### src/sv/jtx_pkg.sv
// ============================================================================
// jtx_pkg - shared definitions for the J1850 transmit symbol encoder
// Transaction types, command and symbol codes, status codes and the FIFO
// geometry used by the front end, the command queue, the byte store and the
// symbol engine.
// ============================================================================
package jtx_pkg;

   localparam int FIFO_DEPTH  = 64;
   localparam int FIFO_PTR_W  = $clog2(FIFO_DEPTH);
   localparam int FIFO_CNT_W  = $clog2(FIFO_DEPTH + 1);

   localparam int QUEUE_DEPTH = 2;
   localparam int QUEUE_PTR_W = (QUEUE_DEPTH > 1) ? $clog2(QUEUE_DEPTH) : 1;
   localparam int QUEUE_CNT_W = $clog2(QUEUE_DEPTH + 1);

   localparam int CSR_IDX_W   = 2;
   localparam int CSR_DATA_W  = 8;

   localparam logic [CSR_IDX_W-1:0] CSR_PWM_MODE    = 2'd0;
   localparam logic [CSR_IDX_W-1:0] CSR_SOF_CODE    = 2'd1;
   localparam logic [CSR_IDX_W-1:0] CSR_ESCAPE_CODE = 2'd2;

   localparam logic [7:0] SOF_CODE_RESET    = 8'd126;
   localparam logic [7:0] ESCAPE_CODE_RESET = 8'd125;
   localparam logic [7:0] ESCAPE_XOR        = 8'h80;

   localparam logic [1:0] CMD_PUSH  = 2'd0;
   localparam logic [1:0] CMD_START = 2'd1;
   localparam logic [1:0] CMD_NEXT  = 2'd2;

   localparam logic [3:0] SYM_SOF0 = 4'd0;
   localparam logic [3:0] SYM_SOF1 = 4'd1;
   localparam logic [3:0] SYM_EOD  = 4'd2;
   localparam logic [3:0] SYM_BRK0 = 4'd4;
   localparam logic [3:0] SYM_BRK1 = 4'd5;
   localparam logic [3:0] SYM_PAS0 = 4'd7;
   localparam logic [3:0] SYM_PAS1 = 4'd8;
   localparam logic [3:0] SYM_ACT0 = 4'd9;
   localparam logic [3:0] SYM_ACT1 = 4'd10;

   localparam logic [1:0] STATUS_OK   = 2'd0;
   localparam logic [1:0] STATUS_FULL = 2'd1;
   localparam logic [1:0] STATUS_IDLE = 2'd2;

   typedef enum logic [1:0] {
      OP_PUSH,
      OP_START,
      OP_NEXT,
      OP_NOP
   } op_type;

   typedef struct packed {
      logic [1:0] command;
      logic [7:0] data_byte;
      logic       line_level;
   } req_type;

   typedef struct packed {
      logic       drive_level;
      logic [8:0] symbol_us;
      logic [3:0] symbol_code;
      logic       busy_res;
      logic [1:0] status;
      logic [6:0] fifo_level;
   } rsp_type;

   typedef struct packed {
      op_type     op;
      logic [7:0] data_byte;
      logic       line_level;
   } queue_entry_type;

   typedef struct packed {
      logic       push;
      logic [7:0] push_byte;
      logic [1:0] pop_count;
   } store_ctrl_type;

   typedef struct packed {
      logic       ready;
      logic [7:0] win0;
      logic [7:0] win1;
   } store_stat_type;

endpackage

### src/sv/j1850_tx_symbol_encoder_unit.sv
// ============================================================================
// j1850_tx_symbol_encoder_unit - J1850 VPW/PWM transmit symbol encoder
// Buffers transmit bytes and turns them, one command at a time, into bus
// symbols (level and nominal duration) for a VPW or PWM line driver.
// ============================================================================
//
//   Channel   Handshake            Payload     Direction
//   req_      req_valid/req_ready  req_type    in:  push, start, next symbol
//   rsp_      rsp_valid/rsp_ready  rsp_type    out: one response per command
//   csr_      csr_we (no wait)     index/data  in:  mode, SOF and escape codes
//
// Every request transaction produces exactly one response transaction, in
// order. One transaction per clock is sustained while the response channel
// is not stalled and no start or next-symbol command that needs FIFO bytes
// waits after a byte pop while the two-byte window refills from the byte
// memory's registered read port.
// Reset is synchronous; it empties the FIFO, closes any frame and restores
// the register defaults. A stalled response holds in the output register
// while the two-entry command queue keeps taking requests until it fills.
//
// The front end decodes each command into an operation and hands it to the
// command queue. The symbol engine executes the queue head: it keeps the
// frame state (pending symbol, bit shifter, last bus level, in-frame flag)
// and the FIFO byte count, and it registers the response. The byte store
// holds the FIFO bytes in a memory and presents the two oldest bytes so that
// an escape code and the byte it modifies can be taken together.
// ============================================================================
module j1850_tx_symbol_encoder_unit (
   input  logic                           clock,
   input  logic                           reset,
   input  logic                           req_valid,
   output logic                           req_ready,
   input  jtx_pkg::req_type               req_data,
   output logic                           rsp_valid,
   input  logic                           rsp_ready,
   output jtx_pkg::rsp_type               rsp_data,
   input  logic                           csr_we,
   input  logic [jtx_pkg::CSR_IDX_W-1:0]  csr_index,
   input  logic [jtx_pkg::CSR_DATA_W-1:0] csr_wdata
);
   import jtx_pkg::*;

   logic            fq_valid, fq_ready;
   queue_entry_type fq_entry;
   logic            qe_valid, qe_ready;
   queue_entry_type qe_entry;
   store_ctrl_type  store_ctrl;
   store_stat_type  store_stat;

   // Command intake and classification.
   jtx_front u_front (
      .req_valid (req_valid),
      .req_ready (req_ready),
      .req_data  (req_data),
      .q_valid   (fq_valid),
      .q_ready   (fq_ready),
      .q_entry   (fq_entry)
   );

   // Decouples intake from execution.
   jtx_cmd_queue u_cmd_queue (
      .clock     (clock),
      .reset     (reset),
      .in_valid  (fq_valid),
      .in_ready  (fq_ready),
      .in_entry  (fq_entry),
      .out_valid (qe_valid),
      .out_ready (qe_ready),
      .out_entry (qe_entry)
   );

   // Transmit byte FIFO with a two-byte look-ahead window.
   jtx_byte_store u_byte_store (
      .clock (clock),
      .reset (reset),
      .ctrl  (store_ctrl),
      .stat  (store_stat)
   );

   // Frame sequencing, symbol generation and the response register.
   jtx_symbol_engine u_symbol_engine (
      .clock      (clock),
      .reset      (reset),
      .csr_we     (csr_we),
      .csr_index  (csr_index),
      .csr_wdata  (csr_wdata),
      .q_valid    (qe_valid),
      .q_ready    (qe_ready),
      .q_entry    (qe_entry),
      .store_ctrl (store_ctrl),
      .store_stat (store_stat),
      .rsp_valid  (rsp_valid),
      .rsp_ready  (rsp_ready),
      .rsp_data   (rsp_data)
   );

endmodule

### src/sv/jtx_front.sv
// ============================================================================
// jtx_front - command intake
// Takes request transactions and classifies the command code into an
// operation for the command queue.
// ============================================================================
module jtx_front (
   input  logic                     req_valid,
   output logic                     req_ready,
   input  jtx_pkg::req_type         req_data,
   output logic                     q_valid,
   input  logic                     q_ready,
   output jtx_pkg::queue_entry_type q_entry
);
   import jtx_pkg::*;

   op_type op;

   always_comb begin
      unique case (req_data.command)
         CMD_PUSH:  op = OP_PUSH;
         CMD_START: op = OP_START;
         CMD_NEXT:  op = OP_NEXT;
         default:   op = OP_NOP;
      endcase
   end

   assign q_valid            = req_valid;
   assign req_ready          = q_ready;
   assign q_entry.op         = op;
   assign q_entry.data_byte  = req_data.data_byte;
   assign q_entry.line_level = req_data.line_level;

endmodule

### src/sv/jtx_cmd_queue.sv
// ============================================================================
// jtx_cmd_queue - short command queue
// Small register FIFO between the command intake and the symbol engine so
// that either side can stall without holding up the other.
// ============================================================================
module jtx_cmd_queue (
   input  logic                     clock,
   input  logic                     reset,
   input  logic                     in_valid,
   output logic                     in_ready,
   input  jtx_pkg::queue_entry_type in_entry,
   output logic                     out_valid,
   input  logic                     out_ready,
   output jtx_pkg::queue_entry_type out_entry
);
   import jtx_pkg::*;

   queue_entry_type        entries_ff [QUEUE_DEPTH];
   logic [QUEUE_PTR_W-1:0] wr_ptr_ff, wr_ptr_in;
   logic [QUEUE_PTR_W-1:0] rd_ptr_ff, rd_ptr_in;
   logic [QUEUE_CNT_W-1:0] count_ff, count_in;
   logic                   do_write, do_read;

   assign in_ready  = (count_ff != QUEUE_CNT_W'(QUEUE_DEPTH));
   assign out_valid = (count_ff != '0);
   assign out_entry = entries_ff[rd_ptr_ff];
   assign do_write  = in_valid && in_ready;
   assign do_read   = out_valid && out_ready;

   always_comb begin
      wr_ptr_in = wr_ptr_ff;
      rd_ptr_in = rd_ptr_ff;
      if (do_write) begin
         wr_ptr_in = (wr_ptr_ff == QUEUE_PTR_W'(QUEUE_DEPTH - 1)) ? '0 : wr_ptr_ff + 1'b1;
      end
      if (do_read) begin
         rd_ptr_in = (rd_ptr_ff == QUEUE_PTR_W'(QUEUE_DEPTH - 1)) ? '0 : rd_ptr_ff + 1'b1;
      end
      count_in = count_ff + QUEUE_CNT_W'(do_write) - QUEUE_CNT_W'(do_read);
   end

   always_ff @(posedge clock) begin
      if (reset) begin
         wr_ptr_ff <= '0;
         rd_ptr_ff <= '0;
         count_ff  <= '0;
      end else begin
         wr_ptr_ff <= wr_ptr_in;
         rd_ptr_ff <= rd_ptr_in;
         count_ff  <= count_in;
      end
   end

   always_ff @(posedge clock) begin
      if (do_write) begin
         entries_ff[wr_ptr_ff] <= in_entry;
      end
   end

endmodule

### src/sv/jtx_byte_store.sv
// ============================================================================
// jtx_byte_store - transmit byte FIFO
// A memory with a registered read port behind a two-byte window that always
// shows the oldest bytes, so the symbol engine can take one or two bytes at
// once.
// ============================================================================
module jtx_byte_store (
   input  logic                    clock,
   input  logic                    reset,
   input  jtx_pkg::store_ctrl_type ctrl,
   output jtx_pkg::store_stat_type stat
);
   import jtx_pkg::*;

   logic [7:0]            mem [FIFO_DEPTH];
   logic [FIFO_PTR_W-1:0] wr_ptr_ff, wr_ptr_in;
   logic [FIFO_PTR_W-1:0] rd_ptr_ff, rd_ptr_in;
   logic [FIFO_CNT_W-1:0] mem_cnt_ff, mem_cnt_in;
   logic                  rd_valid_ff, rd_valid_in;
   logic [7:0]            rd_data_ff;
   logic [1:0]            win_cnt_ff, win_cnt_in;
   logic [7:0]            win0_ff, win0_in;
   logic [7:0]            win1_ff, win1_in;
   logic [1:0]            cnt_after_pop, cnt_after_fill;
   logic                  push_direct, push_mem, rd_issue;

   always_comb begin
      // Drop the bytes taken this cycle.
      cnt_after_pop = win_cnt_ff - ctrl.pop_count;
      win0_in = (ctrl.pop_count == 2'd1) ? win1_ff : win0_ff;
      win1_in = win1_ff;

      // The byte read from memory last cycle lands behind what is left.
      cnt_after_fill = cnt_after_pop;
      if (rd_valid_ff) begin
         if (cnt_after_pop == 2'd0) begin
            win0_in = rd_data_ff;
         end else begin
            win1_in = rd_data_ff;
         end
         cnt_after_fill = cnt_after_pop + 2'd1;
      end

      // A pushed byte skips the memory when nothing older is stored there and the window has a free slot.
      push_direct = ctrl.push && (mem_cnt_ff == '0) && (cnt_after_fill != 2'd2);
      push_mem    = ctrl.push && !push_direct;
      win_cnt_in  = cnt_after_fill;
      if (push_direct) begin
         if (cnt_after_fill == 2'd0) begin
            win0_in = ctrl.push_byte;
         end else begin
            win1_in = ctrl.push_byte;
         end
         win_cnt_in = cnt_after_fill + 2'd1;
      end

      rd_issue    = (mem_cnt_ff != '0) && (cnt_after_fill != 2'd2);
      rd_valid_in = rd_issue;
      mem_cnt_in  = mem_cnt_ff + FIFO_CNT_W'(push_mem) - FIFO_CNT_W'(rd_issue);
      wr_ptr_in   = wr_ptr_ff;
      rd_ptr_in   = rd_ptr_ff;
      if (push_mem) begin
         wr_ptr_in = (wr_ptr_ff == FIFO_PTR_W'(FIFO_DEPTH - 1)) ? '0 : wr_ptr_ff + 1'b1;
      end
      if (rd_issue) begin
         rd_ptr_in = (rd_ptr_ff == FIFO_PTR_W'(FIFO_DEPTH - 1)) ? '0 : rd_ptr_ff + 1'b1;
      end
   end

   // The window is trustworthy once no byte is on its way from the memory
   // into a free window slot.
   assign stat.ready = (win_cnt_ff == 2'd2) || ((mem_cnt_ff == '0) && !rd_valid_ff);
   assign stat.win0  = win0_ff;
   assign stat.win1  = win1_ff;

   always_ff @(posedge clock) begin
      if (reset) begin
         wr_ptr_ff   <= '0;
         rd_ptr_ff   <= '0;
         mem_cnt_ff  <= '0;
         rd_valid_ff <= 1'b0;
         win_cnt_ff  <= 2'd0;
      end else begin
         wr_ptr_ff   <= wr_ptr_in;
         rd_ptr_ff   <= rd_ptr_in;
         mem_cnt_ff  <= mem_cnt_in;
         rd_valid_ff <= rd_valid_in;
         win_cnt_ff  <= win_cnt_in;
      end
   end

   always_ff @(posedge clock) begin
      win0_ff <= win0_in;
      win1_ff <= win1_in;
      if (push_mem) begin
         mem[wr_ptr_ff] <= ctrl.push_byte;
      end
      if (rd_issue) begin
         rd_data_ff <= mem[rd_ptr_ff];
      end
   end

endmodule

### src/sv/jtx_symbol_engine.sv
// ============================================================================
// jtx_symbol_engine - frame and symbol sequencer
// Executes queued commands: pushes bytes, opens frames, turns FIFO bytes into
// bus symbols with their nominal durations, and registers one response per
// command. Also holds the configuration registers.
// ============================================================================
module jtx_symbol_engine (
   input  logic                           clock,
   input  logic                           reset,
   input  logic                           csr_we,
   input  logic [jtx_pkg::CSR_IDX_W-1:0]  csr_index,
   input  logic [jtx_pkg::CSR_DATA_W-1:0] csr_wdata,
   input  logic                           q_valid,
   output logic                           q_ready,
   input  jtx_pkg::queue_entry_type       q_entry,
   output jtx_pkg::store_ctrl_type        store_ctrl,
   input  jtx_pkg::store_stat_type        store_stat,
   output logic                           rsp_valid,
   input  logic                           rsp_ready,
   output jtx_pkg::rsp_type               rsp_data
);
   import jtx_pkg::*;

   typedef struct packed {
      logic [3:0] sym;
      logic [3:0] bits_left;
      logic [7:0] shifter;
      logic [1:0] pops;
   } fetch_type;

   // Next symbol from the bit shifter or, when it is empty, from the oldest
   // FIFO bytes (w0 first, w1 after an escape).
   function automatic fetch_type fetch_sym(
      input logic [3:0]            bits,
      input logic [7:0]            shift,
      input logic [FIFO_CNT_W-1:0] count,
      input logic [7:0]            w0,
      input logic [7:0]            w1,
      input logic                  fresh,
      input logic                  pwm,
      input logic                  last,
      input logic [7:0]            sof,
      input logic [7:0]            esc
   );
      fetch_type  r;
      logic [7:0] ch;
      logic       load;
      logic       emit;
      logic       bitv;
      r.bits_left = bits;
      r.shifter   = shift;
      r.pops      = 2'd0;
      r.sym       = SYM_EOD;
      ch          = w0;
      load        = 1'b0;
      if (bits == 4'd0) begin
         if (count != '0) begin
            r.pops = 2'd1;
            if (w0 == sof) begin
               r.sym = fresh ? SYM_SOF1 : SYM_EOD;
            end else if (w0 == esc) begin
               if (count == FIFO_CNT_W'(1)) begin
                  r.sym = SYM_BRK1;
               end else begin
                  ch     = w1 ^ ESCAPE_XOR;
                  r.pops = 2'd2;
                  load   = 1'b1;
               end
            end else begin
               load = 1'b1;
            end
         end
      end
      emit = (bits != 4'd0) || load;
      if (load) begin
         r.shifter   = ch;
         r.bits_left = 4'd8;
      end
      if (emit) begin
         bitv        = r.shifter[7];
         r.bits_left = r.bits_left - 4'd1;
         r.shifter   = {r.shifter[6:0], 1'b0};
         if (!pwm && last) begin
            r.sym = bitv ? SYM_PAS1 : SYM_PAS0;
         end else begin
            r.sym = bitv ? SYM_ACT1 : SYM_ACT0;
         end
      end
      return r;
   endfunction

   function automatic logic [8:0] duration_of(input logic pwm, input logic [3:0] sym);
      logic [8:0] d;
      case (sym)
         SYM_SOF0: d = pwm ? 9'd17 : 9'd0;
         SYM_SOF1: d = pwm ? 9'd31 : 9'd200;
         SYM_EOD:  d = pwm ? 9'd48 : 9'd200;
         SYM_BRK0: d = pwm ? 9'd9  : 9'd0;
         SYM_BRK1: d = pwm ? 9'd39 : 9'd300;
         SYM_PAS0: d = pwm ? 9'd8  : 9'd64;
         SYM_PAS1: d = pwm ? 9'd16 : 9'd128;
         SYM_ACT0: d = pwm ? 9'd16 : 9'd128;
         SYM_ACT1: d = pwm ? 9'd8  : 9'd64;
         default:  d = 9'd0;
      endcase
      return d;
   endfunction

   logic [3:0]            next_sym_ff, next_sym_in;
   logic [3:0]            bits_left_ff, bits_left_in;
   logic [7:0]            shifter_ff, shifter_in;
   logic                  level_last_ff, level_last_in;
   logic                  sending_ff, sending_in;
   logic [FIFO_CNT_W-1:0] count_ff, count_in;
   logic                  pwm_mode_ff, pwm_mode_in;
   logic [7:0]            sof_code_ff, sof_code_in;
   logic [7:0]            escape_code_ff, escape_code_in;
   logic                  rsp_valid_ff, rsp_valid_in;
   rsp_type               rsp_data_ff, rsp_data_in;

   fetch_type             fa, fb;
   logic                  is_start, needs_bytes, out_free, fire;
   logic                  use_fa, use_fb, push_ok;
   logic [3:0]            s;
   logic [3:0]            mid_bits;
   logic [7:0]            mid_shift;
   logic [FIFO_CNT_W-1:0] mid_count;
   logic [1:0]            pops_total;
   logic                  ll_new;

   assign is_start    = (q_entry.op == OP_START);
   assign needs_bytes = (is_start && !sending_ff) || ((q_entry.op == OP_NEXT) && sending_ff);
   assign out_free    = !rsp_valid_ff || rsp_ready;
   assign fire        = q_valid && out_free && (!needs_bytes || store_stat.ready);
   assign q_ready     = out_free && (!needs_bytes || store_stat.ready);

   always_comb begin
      // First fetch: a frame start, or the hidden VPW SOF0 step.
      fa = fetch_sym(is_start ? 4'd0 : bits_left_ff, shifter_ff, count_ff,
                     store_stat.win0, store_stat.win1, is_start, pwm_mode_ff,
                     level_last_ff, sof_code_ff, escape_code_ff);

      s      = (next_sym_ff > SYM_ACT1) ? SYM_ACT1 : next_sym_ff;
      use_fa = (s == SYM_SOF0) && !pwm_mode_ff;
      if (use_fa) begin
         s         = fa.sym;
         mid_bits  = fa.bits_left;
         mid_shift = fa.shifter;
         mid_count = count_ff - FIFO_CNT_W'(fa.pops);
      end else begin
         mid_bits  = bits_left_ff;
         mid_shift = shifter_ff;
         mid_count = count_ff;
      end

      ll_new = level_last_ff;
      use_fb = 1'b0;
      case (s) inside
         SYM_SOF1, SYM_BRK1: ll_new = 1'b1;
         SYM_SOF0, SYM_PAS0, SYM_PAS1: begin
            ll_new = 1'b0;
            use_fb = 1'b1;
         end
         SYM_ACT0, SYM_ACT1: begin
            ll_new = 1'b1;
            use_fb = !pwm_mode_ff;
         end
         SYM_BRK0, SYM_EOD: ll_new = 1'b0;
         default: ll_new = level_last_ff;
      endcase

      fb = fetch_sym(mid_bits, mid_shift, mid_count, store_stat.win0, store_stat.win1,
                     1'b0, pwm_mode_ff, ll_new, sof_code_ff, escape_code_ff);

      next_sym_in   = next_sym_ff;
      bits_left_in  = bits_left_ff;
      shifter_in    = shifter_ff;
      level_last_in = level_last_ff;
      sending_in    = sending_ff;
      pops_total    = 2'd0;
      push_ok       = 1'b0;
      rsp_data_in   = '0;

      case (q_entry.op)
         OP_PUSH: begin
            if (count_ff >= FIFO_CNT_W'(FIFO_DEPTH)) begin
               rsp_data_in.status = STATUS_FULL;
            end else begin
               push_ok = 1'b1;
            end
         end
         OP_START: begin
            if (!sending_ff) begin
               next_sym_in   = fa.sym;
               bits_left_in  = fa.bits_left;
               shifter_in    = fa.shifter;
               pops_total    = fa.pops;
               sending_in    = 1'b1;
               level_last_in = q_entry.line_level;
            end
         end
         OP_NEXT: begin
            if (sending_ff) begin
               level_last_in = ll_new;
               bits_left_in  = mid_bits;
               shifter_in    = mid_shift;
               pops_total    = use_fa ? fa.pops : 2'd0;
               if (use_fb) begin
                  next_sym_in  = fb.sym;
                  bits_left_in = fb.bits_left;
                  shifter_in   = fb.shifter;
                  pops_total   = pops_total + fb.pops;
               end else begin
                  case (s)
                     SYM_SOF1: next_sym_in = SYM_SOF0;
                     SYM_BRK0: next_sym_in = SYM_EOD;
                     SYM_BRK1: next_sym_in = pwm_mode_ff ? SYM_BRK0 : SYM_EOD;
                     SYM_ACT0: next_sym_in = SYM_PAS0;
                     SYM_ACT1: next_sym_in = SYM_PAS1;
                     SYM_EOD:  sending_in  = 1'b0;
                     default:  next_sym_in = s;
                  endcase
               end
               rsp_data_in.drive_level = ll_new;
               rsp_data_in.symbol_us   = duration_of(pwm_mode_ff, s);
               rsp_data_in.symbol_code = s;
            end else begin
               rsp_data_in.status = STATUS_IDLE;
            end
         end
         default: rsp_data_in.status = STATUS_IDLE;
      endcase

      count_in = count_ff + FIFO_CNT_W'(push_ok) - FIFO_CNT_W'(pops_total);
      rsp_data_in.busy_res   = sending_in;
      rsp_data_in.fifo_level = 7'(count_in);

      rsp_valid_in = fire ? 1'b1 : (rsp_valid_ff && !rsp_ready);

      pwm_mode_in    = pwm_mode_ff;
      sof_code_in    = sof_code_ff;
      escape_code_in = escape_code_ff;
      if (csr_we) begin
         case (csr_index)
            CSR_PWM_MODE:    pwm_mode_in    = csr_wdata[0];
            CSR_SOF_CODE:    sof_code_in    = csr_wdata[7:0];
            CSR_ESCAPE_CODE: escape_code_in = csr_wdata[7:0];
            default: ;
         endcase
      end
   end

   assign store_ctrl.push      = fire && push_ok;
   assign store_ctrl.push_byte = q_entry.data_byte;
   assign store_ctrl.pop_count = fire ? pops_total : 2'd0;

   assign rsp_valid = rsp_valid_ff;
   assign rsp_data  = rsp_data_ff;

   always_ff @(posedge clock) begin
      if (reset) begin
         next_sym_ff    <= SYM_EOD;
         bits_left_ff   <= 4'd0;
         shifter_ff     <= 8'd0;
         level_last_ff  <= 1'b0;
         sending_ff     <= 1'b0;
         count_ff       <= '0;
         pwm_mode_ff    <= 1'b0;
         sof_code_ff    <= SOF_CODE_RESET;
         escape_code_ff <= ESCAPE_CODE_RESET;
         rsp_valid_ff   <= 1'b0;
      end else begin
         if (fire) begin
            next_sym_ff   <= next_sym_in;
            bits_left_ff  <= bits_left_in;
            shifter_ff    <= shifter_in;
            level_last_ff <= level_last_in;
            sending_ff    <= sending_in;
            count_ff      <= count_in;
         end
         pwm_mode_ff    <= pwm_mode_in;
         sof_code_ff    <= sof_code_in;
         escape_code_ff <= escape_code_in;
         rsp_valid_ff   <= rsp_valid_in;
      end
   end

   always_ff @(posedge clock) begin
      if (fire) begin
         rsp_data_ff <= rsp_data_in;
      end
   end

endmodule

### config.mk
export PLATFORM = sky130hd
export DESIGN_NAME = j1850_tx_symbol_encoder_unit
export DESIGN_NICKNAME = d
export VERILOG_FILES = /design/src/sv/jtx_pkg.sv /design/src/sv/j1850_tx_symbol_encoder_unit.sv /design/src/sv/jtx_front.sv /design/src/sv/jtx_cmd_queue.sv /design/src/sv/jtx_byte_store.sv /design/src/sv/jtx_symbol_engine.sv
export SDC_FILE = /design/constraint.sdc
export NUM_CORES = 1
export LEC_CHECK = 0
export BUFFER_PORTS_ARGS = -buffer_cell sky130_fd_sc_hd__clkbuf_2
export CAP_MARGIN = 20
export CELL_PAD_IN_SITES_DETAIL_PLACEMENT = 0
export CELL_PAD_IN_SITES_GLOBAL_PLACEMENT = 1
export CORE_MARGIN = 2
export CORE_UTILIZATION = 30
export DETAILED_ROUTE_END_ITERATION = 7
export PLACE_DENSITY = 0.52
export SLEW_MARGIN = 20
export SYNTH_ARGS = -nofsm -noshare
export SYNTH_HDL_FRONTEND = slang
export SYNTH_SLANG_ARGS = --single-unit
### constraint.sdc
create_clock -name clock -period 18.3 [get_ports clock]
set_input_delay 3.66 -clock clock [delete_from_list [all_inputs] [get_ports clock]]
set_output_delay 3.66 -clock clock [all_outputs]
set_load 0.02 [all_outputs]
==> flow_summary.toml, run 1 <==
[clocking]
cts_setup_buffers = 0
clk_path_buf_depth = 3
cts-root-buf = "clkbuf_16"
cts_tree = "yes"
path_clk_slew_ns = 0.06
cts_resized = 0
clock_sinks = 652
insertion_delay_ns = 0.62
htreeDepth = 3
cts_hold_buffers = 0
cts_buffers = 72

[route]
wirelength_microns = 75200
first_iter_violations = 1363
routed_via_density = 5.04
vias = 15800
wl_per_cell_microns = 23.9
drc = 0
dr.pass1.iters = 5
drtAntennaViolNets = 0

[run_status]
outcome = "finished, final reports clean"

[placement]
numPortBuffers = 51
dp_hpwl_microns = 47500
gp_congestion = 0.819
dp_cells = 3011

[synthesis]
synth-edff-count = 566
ys_types = 101
syn_inst = 1788
synth_compound_area_share_pct = 5.56
avgSynthCellArea_sq_um = 15.9
ys_ff_latch = 652
async_flop_share_pct = 0
synthMuxAreaShare_pct = 15.2
ys.flop_type = "edfxtp_1"
synthesis.nets = 1859
synth_xor_area_share_pct = 1.51
yosys.area_share.adder_pct = 2.11
yosysWarnings = 0
netlist_area_sq_um = 28400
synthSimpleGateAreaFrac_pct = 7.67
synth_top_family_by_area = "multiplexers"
ys_seq_area_share_pct = 65.9

[global_route]
grt_max_degree = 103
grt_antenna_before_repair = 1
first_global_vias = 16200
grt_pass1_wl_microns = 111000
gr-usage-met3_pct = 2.64
grt_overflow = 0
use_met1_pct = 20.6
use_met2_pct = 25.4
busiest_layer = "met2"
grt_usage_pct = 15.4

[critical_path]
reg2reg_slack_ns = 7.38
worstPathRequired_ns = 18.53
cp_max_fo = 14
cp_slowest_cell = "nand4b_1"
cpMostUsedCell = "ha_1"
cp_top_family = "simple AND/OR/NAND/NOR gates"
critPathKind = "register to register"
r2r-end = "u_byte_store.mem[53][5]"
cp.depth = 37
worstPathArrival_ns = 11.14
crit_buf_inv = 5
cp_slowest_stage_delay_ns = 1.00
endpoint_kind = "register"
r2r_cells = 37
start_kind = "register"
crit_end = "u_byte_store.mem[53][5]"

[pwr]
p_leak_nw = 10.4
power_density_nw_per_um2 = 167
ir_drop_uv = 98.0

[timing]
timing.fmax_mhz = 91.6
hold_violations = 0
finalSetupViolCount = 0
clock_skew_ns = 0.0305
rsz0062_at_grt = "no"
slew_violations = 0
slew_headroom_pct = 27.6
layout_min_cycle_time_ns = 10.92
period_share_pct = 59.7
tns_ns = 0
worstMarginPinSlew_ns = 1.08

[finish]
fill_cells = 8985
instances_no_fill = 3141
nets = 1902
drive_gt1_share_pct = 20.5
antenna_cells = 0
syn_to_final_growth_pct = 14.0

[flow_run]
max_cap_violations = 0

[floorplanning]
row_count = 112
start_util_pct = 30.3
core_area_sq_um = 93600
die_h_microns = 312
dieArea_sq_um = 97100
io_pins = 52
die_x_microns = 312

[min_path]
hp-class = "register to register"
routing by layer:
layer  wire length (microns)  part of all wire, %  vias up
met2                   36300                   48      401
met3                    3510                  4.7      114
met1                   33400                   44     8178
li1                        -                    -     7127
met5                       0                    0        -
met4                    1880                  2.5        0
Yosys cell counts (all sizes together) (5+ instances only):
cell | n | share of area [%]
a211oi | 16 | 0.42
a21oi | 51 | 0.90
a22oi | 5 | 0.13
a31oi | 14 | 0.36
and2 | 16 | 0.35
and3 | 6 | 0.13
buf | 39 | 0.64
clkbuf | 62 | 0.82
dfxtp | 86 | 6.1
edfxtp | 566 | 60
ha | 42 | 1.9
inv | 45 | 0.60
mux2 | 14 | 0.56
mux2i | 36 | 1.3
mux4 | 168 | 13
nand2 | 116 | 1.6
nand2b | 8 | 0.18
nand3 | 18 | 0.32
nand3b | 20 | 0.53
nand4 | 10 | 0.22
nor2 | 176 | 2.4
nor2b | 15 | 0.33
nor3 | 28 | 0.55
nor4 | 11 | 0.31
o211ai | 13 | 0.34
o21ai | 46 | 0.85
o221ai | 6 | 0.19
o22ai | 5 | 0.11
o31ai | 9 | 0.24
or3 | 5 | 0.11
xnor2 | 24 | 0.77
xor2 | 24 | 0.74
worst register-to-register path, delay by kind of cell (launching register included):
kind / cells / cell delay, ns
buffers and inverters: 5 / 0.46
muxes: 2 / 0.71
and+or+nand+nor: 16 / 5.11
adders and majority gates: 8 / 2.45
DFF: 1 / 0.68
AOI/OAI and AO/OA: 5 / 1.03
xor gates and xnor gates: 1 / 0.11
kinds of logic after synthesis:
group / after synthesis
compound gates: 226
fa+ha+maj: 46
flops: 652
mux: 218
buf+inv: 146
xor+xnor: 48
simple gates: 452
registers in the layout, summed over array words and instances, names as in the netlist, 2 cells and up, named ones only:
name,cells
u_symbol_engine.rsp_data,24
u_byte_store.mem_cnt_ff,7
u_cmd_queue.entries_ff,22
u_byte_store.win1_ff,8
u_byte_store.win0_ff,8
u_symbol_engine.shifter_ff,8
u_byte_store.win_cnt_ff,2
u_symbol_engine.bits_left_ff,4
u_symbol_engine.count_ff,7
u_byte_store.rd_ptr_ff,6
u_cmd_queue.count_ff,2
u_symbol_engine.sof_code_ff,8
u_symbol_engine.escape_code_ff,8
u_byte_store.mem,512
u_symbol_engine.next_sym_ff,4
u_byte_store.wr_ptr_ff,6
u_byte_store.rd_data_ff,8
placed cells by master (no fill, tap or decap), types with 6 or more instances in the layout:
master and instances:
xor2_1 24, nand2_1 114, buf_4 18, nor3_1 26, a211oi_1 16, clkbuf_1 17
dfxtp_1 83, o31ai_1 9, ha_1 42, nor2b_1 14, and2_0 8, a31oi_1 13
and3_1 6, nand3b_1 20, nand2b_1 8, nand3_1 18, clkinv_2 10, xnor2_1 23
o21ai_0 40, bufinv_16 9, nor4_1 8, clkbuf_2 51, nor2_1 174, mux4_2 168
clkinv_1 10, clkbuf_16 73, nand4_1 10, o211ai_1 13, and2_1 8, o221ai_1 6
edfxtp_1 566, inv_1 44, mux2i_1 36, a21oi_1 51, mux2_2 13
worst min path at each step:
| stage | start | end | slack (ns) | cells past startpoint |
|---|---|---|---|---|
| after floorplan | u_symbol_engine.sof_code_ff[0] | u_symbol_engine.sof_code_ff[0] | 0.45 | 2 |
| after detailed placement | u_symbol_engine.sof_code_ff[0] | u_symbol_engine.sof_code_ff[0] | 0.48 | 2 |
| final | u_symbol_engine.sof_code_ff[7] | u_symbol_engine.sof_code_ff[7] | 0.48 | 2 |
| after global routing | u_symbol_engine.sof_code_ff[7] | u_symbol_engine.sof_code_ff[7] | 0.52 | 2 |
| after global placement | u_symbol_engine.escape_code_ff[1] | u_symbol_engine.escape_code_ff[1] | 0.47 | 2 |
| after CTS | u_symbol_engine.sof_code_ff[7] | u_symbol_engine.sof_code_ff[7] | 0.49 | 2 |
through the flow:
step / utilization (%) / hold WS, ns / power [mW] / cell area (sq um) / setup slack (ns)
final: 34.6 / 0.482 / 5.40 / 32400 / 7.38
after global routing: 34.6 / 0.516 / 5.71 / 32400 / 6.39
after CTS: 34.6 / 0.491 / 5.48 / 32400 / 7.27
after detailed placement: 32.0 / 0.480 / 3.99 / 30000 / 7.34
after global placement: 32.0 / 0.475 / 3.99 / 30000 / 7.66
after floorplan: - / 0.448 / 3.34 / 28400 / 9.22
layout make-up:
cell class	count	area, sq um	area share [%]
sequential	652	18700	57.9
multi-input combinational	990	9090	28.1
clock buffer	91	1900	5.89
tap	1254	1570	4.85
clock inverter	39	483	1.49
timing repair buffer	70	410	1.27
inverter	45	169	0.522
report_power, final:
part | switching (mW) | internal (mW) | total [mW]
sequential | 0.134 | 1.87 | 2.00
combinational | 1.20 | 0.722 | 1.92
clock | 0.604 | 0.872 | 1.48
Note: power is estimated with default switching activity, not from simulation.
==> run 2, diff against run 1 <==
clock period = 10.2 ns   (was 18.3 ns; I/O delays follow)
==> flow_summary.toml, run 2 (synthesis gave the netlist of run 1 again) <==
[run_status]
outcome = "finished, final reports clean"

[placement]
numPortBuffers = 51
gp_congestion = 0.795
dp_hpwl_microns = 45900
dp_cells = 3028
placed_area_sq_um = 30100

[timing]
finalSetupViolCount = 0
slew_violations = 0
timing.fmax_mhz = 108
worstMarginPinSlew_ns = 1.10
hold_violations = 0
clock_skew_ns = 0.0344
rsz0062_at_grt = "no"
tns_ns = 0
slew_headroom_pct = 26.7
layout_min_cycle_time_ns = 9.22
period_share_pct = 90.4

[global_route]
grt_overflow = 0
first_global_vias = 16200
grt_pass1_wl_microns = 110000
grt_max_degree = 89
grt_usage_pct = 15.1
grt_antenna_before_repair = 0

[route]
first_iter_violations = 1378
drtAntennaViolNets = 0
drc = 0
wl_met2_microns = 36300
wl_met3_microns = 3040
wl_per_cell_microns = 23.1
wirelength_microns = 73400
dr.pass1.iters = 5
wirelength_met1_microns = 32600
vias = 15800
routed.top_layer = "met4"
routed_via_density = 4.98

[floorplanning]
io_pins = 52
start_util_pct = 30.3
die_h_microns = 312
dieArea_sq_um = 97100
die_x_microns = 312
row_count = 112
core_area_sq_um = 93600

[clocking]
htreeDepth = 3
cts_buffers = 77
cts_hold_buffers = 0
cts-root-buf = "clkbuf_16"
insertion_delay_ns = 0.65
path_clk_slew_ns = 0.05
clock_sinks = 652
cts_tree = "yes"
clk_path_buf_depth = 3

[critical_path]
cp_slowest_cell = "dfxtp_2"
critPathKind = "register to register"
cp_slowest_stage_delay_ns = 0.50
worstPathRequired_ns = 10.66
cp_max_fo = 17
worstPathArrival_ns = 9.68
start_kind = "register"
endpoint_kind = "register"

[flow_run]
max_cap_violations = 0

[finish]
fill_cells = 8980
drive_gt1_share_pct = 22.4
largest_reg_flops = 512
design_area_sq_um = 33000
finish.utilization_pct = 35.2
antenna_cells = 0
nets = 1925
syn_to_final_growth_pct = 16.1
regMostFlops = "u_byte_store.mem"
final_cell_mix = "edfxtp_1 (566), nor2_1 (174), mux4_2 (168), nand2_1 (114), dfxtp_1 (82)"
instances_no_fill = 3173
final_common_cell = "edfxtp_1"

[pwr]
ir_drop_uv = 128
power_density_nw_per_um2 = 305
p_leak_nw = 10.6

[min_path]
hp-start = "u_symbol_engine.sof_code_ff[7]"
hp-class = "register to register"
==> run 2: cell count changes in the layout (fill, tap and decap cells not counted), sizes merged <==
cell	delta
clkinv	+11
inv	-2
clkbuf	-5
buf	+18
clkinvlp	+2
bufinv	+8
==> run 2: worst paths after layout <==
path         depth (start not counted)  slack (ns)                             end
max                                 47        0.98      u_byte_store.mem_cnt_ff[6]
min                                  2        0.48  u_symbol_engine.sof_code_ff[7]
max reg2reg                         47        0.98      u_byte_store.mem_cnt_ff[6]
min reg2reg                          2        0.48  u_symbol_engine.sof_code_ff[7]
==> run 2: metrics by stage <==
step	setup slack, ns	hold WS, ns	power [mW]
2_1_floorplan	1.12	0.448	6.00
3_3_place_gp	0.631	0.466	7.13
3_5_place_dp	0.528	0.477	7.13
4_1_cts	0.504	0.487	10.2
5_1_grt	0.0698	0.514	10.6
6_report	0.976	0.482	10.1
==> run 2: report_power, final <==
part | leakage, nW | switching, mW | internal [mW]
Clock | 1.37 | 1.16 | 1.85
Combinational | 3.45 | 2.13 | 1.31
Sequential | 5.83 | 0.244 | 3.36
==> run 2: per-layer routing <==
metal | vias up | track usage, %
li1 | 7162 | -
met3 | 95 | 2.33
met1 | 8197 | 20.2
met5 | - | 0
met4 | 0 | 4.27
met2 | 363 | 25.4
==> run 2: timing repair <==
item                       in CTS  in global routing
gates resized for setup         0                  3
setup endpoints to repair       0                153
buffers inserted                0                  0
hold endpoints to repair        0                  0
==> run 2: area by class of cell <==
| cell class | count | area, sq um | share of cell area (%) |
|---|---|---|---|
| Clock buffer | 86 | 1960 | 5.95 |
| Clock inverter | 58 | 886 | 2.69 |
| Inverter | 45 | 169 | 0.513 |
| Multi-Input combinational cell | 990 | 9100 | 27.6 |
| Sequential cell | 652 | 18700 | 56.8 |
| Tap cell | 1254 | 1570 | 4.76 |
| Timing Repair Buffer | 88 | 546 | 1.66 |
==> run 2: worst max-delay path, delay by kind of cell, from the launching register on <==
family / cells / cell delay, ns
adder cells (fa/ha/maj): 11 / 3.23
multiplexers: 2 / 0.55
flip-flops: 1 / 0.50
buffers and inverters: 9 / 0.86
XOR/XNOR: 1 / 0.14
AO/OA/AOI/OAI: 10 / 2.10
AND/OR/NAND/NOR: 14 / 1.71
